**config.mk**
```make
export PLATFORM = sky130hd
export DESIGN_NAME = shrs_front
export DESIGN_NICKNAME = d
export VERILOG_FILES = /design/src/hdl/shrs_pkg.sv /design/src/hdl/shrs_front.sv
export SDC_FILE = /design/constraint.sdc
export NUM_CORES = 1
export LEC_CHECK = 0
export BUFFER_PORTS_ARGS = -buffer_cell sky130_fd_sc_hd__buf_4
export CORE_MARGIN = 2
export CORE_UTILIZATION = 50
export DETAILED_ROUTE_END_ITERATION = 16
export MAX_ROUTING_LAYER = met4
export PLACE_DENSITY = 0.78
export SLEW_MARGIN = 10
export SYNTH_ARGS = -nofsm -noshare
export SYNTH_HDL_FRONTEND = slang
export SYNTH_SLANG_ARGS = --single-unit
```
**constraint.sdc**
```tcl
create_clock -name clk -period 4.49 [get_ports clk]
set_input_delay 0.6735 -clock clk [delete_from_list [all_inputs] [get_ports clk]]
set_output_delay 0.6735 -clock clk [all_outputs]
set_load 0.05 [all_outputs]
```
**src/hdl/shrs_pkg.sv**
```systemverilog
// ----------------------------------------------------------------------------
// shrs_pkg
// Types, codes and sizes shared by the sample history ring slicer.
// ----------------------------------------------------------------------------
package shrs_pkg;

  localparam int DEPTH     = 65536;
  localparam int ADDR_W    = $clog2(DEPTH);
  localparam int CNT_W     = ADDR_W + 1;
  localparam int PAIR_BITS = 32;
  localparam int LEN_W     = 24;
  localparam int KIND_W    = 2;
  localparam int STAT_W    = 2;
  localparam int QDEPTH    = 2;
  localparam int QPTR_W    = $clog2(QDEPTH);

  localparam logic [KIND_W-1:0] KIND_PUSH = 2'd0;
  localparam logic [KIND_W-1:0] KIND_OPEN = 2'd1;
  localparam logic [KIND_W-1:0] KIND_READ = 2'd2;
  localparam logic [KIND_W-1:0] KIND_NOP  = 2'd3;

  localparam logic [STAT_W-1:0] ST_OK      = 2'd0;
  localparam logic [STAT_W-1:0] ST_REFUSED = 2'd1;
  localparam logic [STAT_W-1:0] ST_EMPTY   = 2'd2;

  localparam logic [CNT_W-1:0] CAP_RESET = CNT_W'(DEPTH);

  typedef struct packed {
    logic [KIND_W-1:0]    kind;
    logic [31:0]          pair_in;
    logic [LEN_W-1:0]     age_pairs;
    logic [LEN_W-1:0]     duration_pairs;
    logic [LEN_W-1:0]     max_pairs;
  } req_t;

  typedef struct packed {
    logic [STAT_W-1:0]    status;
    logic [31:0]          pair_out;
    logic [16:0]          slice_count;
    logic                 last;
  } rsp_t;

  typedef struct packed {
    logic [KIND_W-1:0]    op;
    logic [PAIR_BITS-1:0] pair;
    logic [LEN_W-1:0]     age;
    logic [LEN_W-1:0]     dur;
    logic [LEN_W-1:0]     mx;
  } item_t;

endpackage

```
**src/hdl/shrs_front.sv**
```systemverilog
// ----------------------------------------------------------------------------
// shrs_front
// Accepts requests, decodes the kind and queues them for the back end.
// ----------------------------------------------------------------------------
module shrs_front import shrs_pkg::*; (
  input  logic  clk,
  input  logic  rst,
  input  logic  in_valid,
  output logic  in_stall,
  input  req_t  in_req,
  output logic  q_valid,
  input  logic  q_pop,
  output item_t q_item
);

  item_t              entry [QDEPTH];
  logic [QPTR_W-1:0]  wr_ptr;
  logic [QPTR_W-1:0]  rd_ptr;
  logic [QPTR_W:0]    count;
  logic               push;
  logic               pop;
  item_t              decoded;

  always_comb begin
    decoded.op   = in_req.kind;
    decoded.pair = in_req.pair_in[PAIR_BITS-1:0];
    decoded.age  = in_req.age_pairs;
    decoded.dur  = in_req.duration_pairs;
    decoded.mx   = in_req.max_pairs;
  end

  assign in_stall = (count == (QPTR_W+1)'(QDEPTH));
  assign push     = in_valid && !in_stall;
  assign q_valid  = (count != '0);
  assign pop      = q_pop && q_valid;
  assign q_item   = entry[rd_ptr];

  always_ff @(posedge clk) begin
    if (push) begin
      entry[wr_ptr] <= decoded;
    end
  end

  always_ff @(posedge clk) begin
    if (rst) begin
      wr_ptr <= '0;
      rd_ptr <= '0;
      count  <= '0;
    end else begin
      if (push) begin
        wr_ptr <= wr_ptr + 1'b1;
      end
      if (pop) begin
        rd_ptr <= rd_ptr + 1'b1;
      end
      unique case ({push, pop})
        2'b10:   count <= count + 1'b1;
        2'b01:   count <= count - 1'b1;
        default: count <= count;
      endcase
    end
  end

endmodule

```
==> metrics.yaml, run 1 <==
yosys-top-cells-area: "edfxtp_1 (81%), mux2_2 (8.6%), mux2_1 (6.6%), dfxtp_1 (1.3%), buf_2 (0.45%)"
areaGrowthSynthToFinish_pct: 32.7
slew_headroom_pct: 29.9
rows: 45
cts-buffers-inserted: 22
place_area_um2: 9740
dieHeight_um: 129
synth_nets: 467
synth-main-ff-cell: "edfxtp_1"
wl_per_cell_um: 18.4
gp_congestion: 0.735
drtPass1Iterations: 4
maxSlewViolCount: 0
vias: 4070
crit_slowest_cell: "dfxtp_4"
clock_skew_ns: 0.00499
avgViaCountPerCell: 4.98
cts-root-buf: "clkbuf_16"
yosys_warnings: 0
overflow: 0
synth_seq_cells: 217
cts_hold_buf: 0
post-route-period-util_pct: 66.6
tns_ns: 0
ys_types: 21
criticalPathCategory: "reg2out"
finalNonFillerCells: 817
fp.dieW_um: 129
dieArea_um2: 16700
drc: 0
clock-sinks: 217
ff2ff_setup_slack_ns: 2.00
layout.nets: 701
h-tree-depth: 1
seq_area_frac_synth_pct: 82.2
hold_viol: 0
startpoint_type: "flop"
antennaDiodeCount: 0
clk_latency_ns: 0.48
synth_edf_count: 212
drtAntennaViolNets: 0
cts_tree: "built"
grt_pass1_vias: 4247
clk_pin_slew_ns: 0.06
io_pins: 218
avgSynthCellArea_um2: 22.1
cts_buffer_depth: 3
path_cells: "buf_12 -> mux2_2 -> buf_4"
cts_setup_buffers: 0
stdcell_area_um2: 10400
drive_gt1_share_pct: 52.8
setup_viol: 0
p_leak_nw: 3.90
path_delay_family: "flip-flops"
slowest_delay_ns: 0.85
grt_first_pass_wirelength_um: 21900
synth-async-reset-ratio_pct: 0
synth_area_leader_cell: "edfxtp_1"
grt_max_degree: 77
initial_core_util_pct: 51.5
syn_area_um2: 7860
coreArea_um2: 15300
layout_common_cells: "buf_4 (221), edfxtp_1 (212), mux2_2 (60)"
crit_arrival_ns: 2.32
dp.cells: 777
synth_top_area_share_pct: 81.0
max_freq_mhz: 334
track_usage_pct: 17.5
fillCellCount: 1006
portBuffers: 217
antenna_found_initial: 0
tightest_slew_ns: 1.05
hp-class: "in2reg"
endpoint_kind: "primary output"
fin_crit_ns: 2.99
path_buf_inv: 2
outcome: "finished clean"
totalWireLength_um: 15000
final_common_cell: "buf_4"
ir_drop_uv: 548
p_per_area_nw_per_um2: 672
cts.repair.resized: 0
critPathRequiredTime_ns: 3.82
max_cap_violations: 0
dp_hpwl_um: 9930
crit_fanout: 57
netlist_instances: 356
rsz0062_at_grt: "no"
drtIter0Drc: 281
cell type report:
cell class                 instances  area [um2]  area share (%)
clock buffer                      36         674            6.46
clock inverter                     4        22.5           0.216
inverter                           3        13.8           0.132
multi-input combinational        124        1310            12.6
sequential                       217        6470            62.0
tap                              211         264            2.53
timing repair buffer             222        1680            16.1
power by group:
part	internal, W	switching [W]
clock	0.00102	0.000691
sequential	0.00256	0.000145
combinational	0.000843	0.00175
flip-flops by register name, indices dropped and copies added, names as in the netlist, named ones only:
signal / cells
wr_ptr: 1
count: 2
rd_ptr: 1
entry: 212
path summary, 6_finish.rpt:
check / to / start / cells after the start
max: q_item[91] / flop / 3
min: entry[1][44] / in_req[44] / 1
max reg2reg: entry[0][16] / count[0] / 5
min reg2reg: wr_ptr / wr_ptr / 2
cell usage after synthesis (all sizes together), types with 2 or more instances:
| cell | n |
|---|---|
| a21oi | 2 |
| nor2 | 3 |
| mux2 | 106 |
| inv | 3 |
| or3 | 2 |
| buf | 12 |
| edfxtp | 212 |
| o21ai | 2 |
| xnor2 | 2 |
| dfxtp | 5 |
cells by family (layout without fill, tap and decap cells):
group           count (synthesis)  count (layout)  synth area share [%]
compound gates                  5               5                 0.350
xor+xnor                        3               3                 0.334
fa+ha+maj                       1               1                 0.159
buf+inv                        15             265                  1.11
flops                         217             217                  82.2
mux                           106             106                  15.2
simple gates                    9               9                 0.621
per-stage QoR:
step                      setup slack (ns)  hold WS [ns]  power (W)  utilization [%]
after floorplan                      0.838         0.452    0.00459                -
after global placement                1.83         0.471    0.00531             63.8
after detailed placement              1.75         0.507    0.00536             63.8
after CTS                             1.45         0.353    0.00708             68.4
after global routing                  1.38         0.354    0.00727             68.4
final                                 1.50         0.371    0.00702             68.4
routing by layer:
metal  global-route usage, %  routed length, um
met5                       -                  0
met4                    4.54                193
met3                    4.46               1280
met2                    27.6               7310
met1                    23.2               6230
Note: power is estimated with default switching activity, not from simulation.
==> run 2, diff against run 1 <==
Clock period 4.49 ns to 2.8 ns, I/O delays scaled along.
==> metrics.yaml, run 2 (synthesis gave the netlist of run 1 again) <==
drc: 0  # unchanged
hold_viol: 0  # unchanged
cts_buffer_depth: 3  # unchanged
coreArea_um2: 15300  # unchanged
reg2reg_to: "entry[0][78]"
ir_drop_uv: 689  # +26%
fp.dieW_um: 129  # unchanged
clock_skew_ns: 0.0144  # +0.00946 ns
crit_slowest_cell: "buf_4"
antenna_found_initial: 0  # unchanged
drtPass1Iterations: 4  # unchanged
overflow: 0  # unchanged
track_usage_pct: 17.3  # -0.22 points
largest_register_ffs: 212  # unchanged
cts_setup_buffers: 0  # unchanged
cts-buffers-inserted: 23  # +4.5%
grt_max_degree: 107  # +39%
criticalPathCategory: "reg2out"
io_pins: 218  # unchanged
min-delay-start: "in_req[33]"
max_cap_violations: 0  # unchanged
cp.depth: 3  # unchanged
hp-class: "in2reg"
stdcell_area_um2: 10500  # +0.80%
outcome: "finished clean"
dieHeight_um: 129  # unchanged
cts.repair.resized: 0  # unchanged
finalHoldWorstSlack_ns: 0.106  # -0.265 ns
startpoint_type: "flop"
rsz0062_at_grt: "no"
clk_latency_ns: 0.49  # about the same
whs_endpoint: "entry[0][33]"
totalWireLength_um: 14900  # -1.0%
clk_pin_slew_ns: 0.06  # about the same
grt_pass1_vias: 4308  # +1.4%
place_area_um2: 9770  # +0.32%
path_delay_family: "buffers and inverters"
layout_common_cells: "buf_4 (219), edfxtp_1 (212), mux2_2 (60)"
grt_first_pass_wirelength_um: 21800  # -0.41%
p_per_area_nw_per_um2: 1090  # +62%
maxSlewViolCount: 0  # unchanged
h-tree-depth: 1  # unchanged
slowest_delay_ns: 0.48  # -0.37 ns
endpoint_kind: "primary output"
wl_per_cell_um: 18.1  # -1.2%
clock-sinks: 217  # unchanged
cts_tree: "built"
top_regs: "entry (212), count (2)"
top_register: "entry"
finalNonFillerCells: 819  # +0.24%
crit_top_cell: "buf_4"
avgViaCountPerCell: 5.02  # +0.74%
setup_viol: 0  # unchanged
final_common_cell: "buf_4"
drtAntennaViolNets: 0  # unchanged
drtIter0Drc: 200  # -29%
areaGrowthSynthToFinish_pct: 33.8
crit_arrival_ns: 1.99  # -0.33 ns
initial_core_util_pct: 51.5  # unchanged
critPathRequiredTime_ns: 2.38  # -1.44 ns
reg2regPathDepth: 5  # unchanged
cts_hold_buf: 0  # unchanged
crit_fanout: 44  # -23%
tns_ns: 0  # unchanged
path_buf_inv: 2  # unchanged
rows: 45  # unchanged
max_freq_mhz: 415
portBuffers: 217  # unchanged
vias: 4110  # +0.98%
r2r-start: "count[0]"
cts-root-buf: "clkbuf_16"
final_util_pct: 69.0  # +0.55 points
post-route-period-util_pct: 86.0
path_cells: "buf_4 -> mux2_2 -> buf_4"
layout.nets: 702  # +0.14%
dieArea_um2: 16700  # unchanged
fin_crit_ns: 2.41
antennaDiodeCount: 0  # unchanged
drive_gt1_share_pct: 52.8  # about the same
tightest_slew_ns: 0.634  # -0.418 ns
holdPathStages: 1  # unchanged
slew_headroom_pct: 57.8  # +28 points
p_leak_nw: 3.92  # +0.54%
dp.cells: 777  # unchanged
gp_congestion: 0.723  # -1.7%
ff2ff_setup_slack_ns: 0.73  # -1.27 ns
dp_hpwl_um: 9540  # -4.0%
-- run 2: routing by layer --
metal	GRT usage [%]	wire, um	vias up
met5	-	0	-
met4	4.35	221	0
met3	4.62	1200	24
met2	29.8	7560	163
met1	20.4	5880	2041
li1	-	-	1882
-- run 2: worst max-delay path by stage --
stage	startpoint	to	slack (ns)
floorplan	count[0]	entry[0][0]	0.003
global placement	count[0]	entry[0][70]	0.85
detailed placement	count[0]	entry[0][83]	0.78
CTS	flop	q_item[8]	0.36
global route	flop	q_item[21]	0.31
finish	flop	q_item[8]	0.39
-- run 2: layout make-up --
cell class	count	area, um2
clock buffers	28	594
clock inverters	14	155
fillers	979	4740
inverters	3	20.0
multi-input cells	124	1310
flip-flops and latches	217	6470
well taps	211	264
repair buffers	222	1700
-- run 2: worst reg2reg max path: stages, from the launching register on --
cell        delay (ns)
dfxtp_1           0.42
nand2b_2          0.22
inv_6             0.04
or3_1             0.36
clkinvlp_4        0.11
buf_12            0.42
-- run 2: power by group --
group	switching, W	internal (W)	total [W]
Combinational	0.00293	0.00137	0.00430
Sequential	0.000111	0.00410	0.00421
Clock	0.00117	0.00180	0.00297
Total	0.00421	0.00727	0.0115
-- run 2: stage by stage --
stage / setup slack (ns) / power, W
after floorplan: 0.00257 / 0.00735
after global placement: 0.851 / 0.00853
after detailed placement: 0.781 / 0.00861
after CTS: 0.357 / 0.0116
after global routing: 0.306 / 0.0119
final: 0.393 / 0.0115
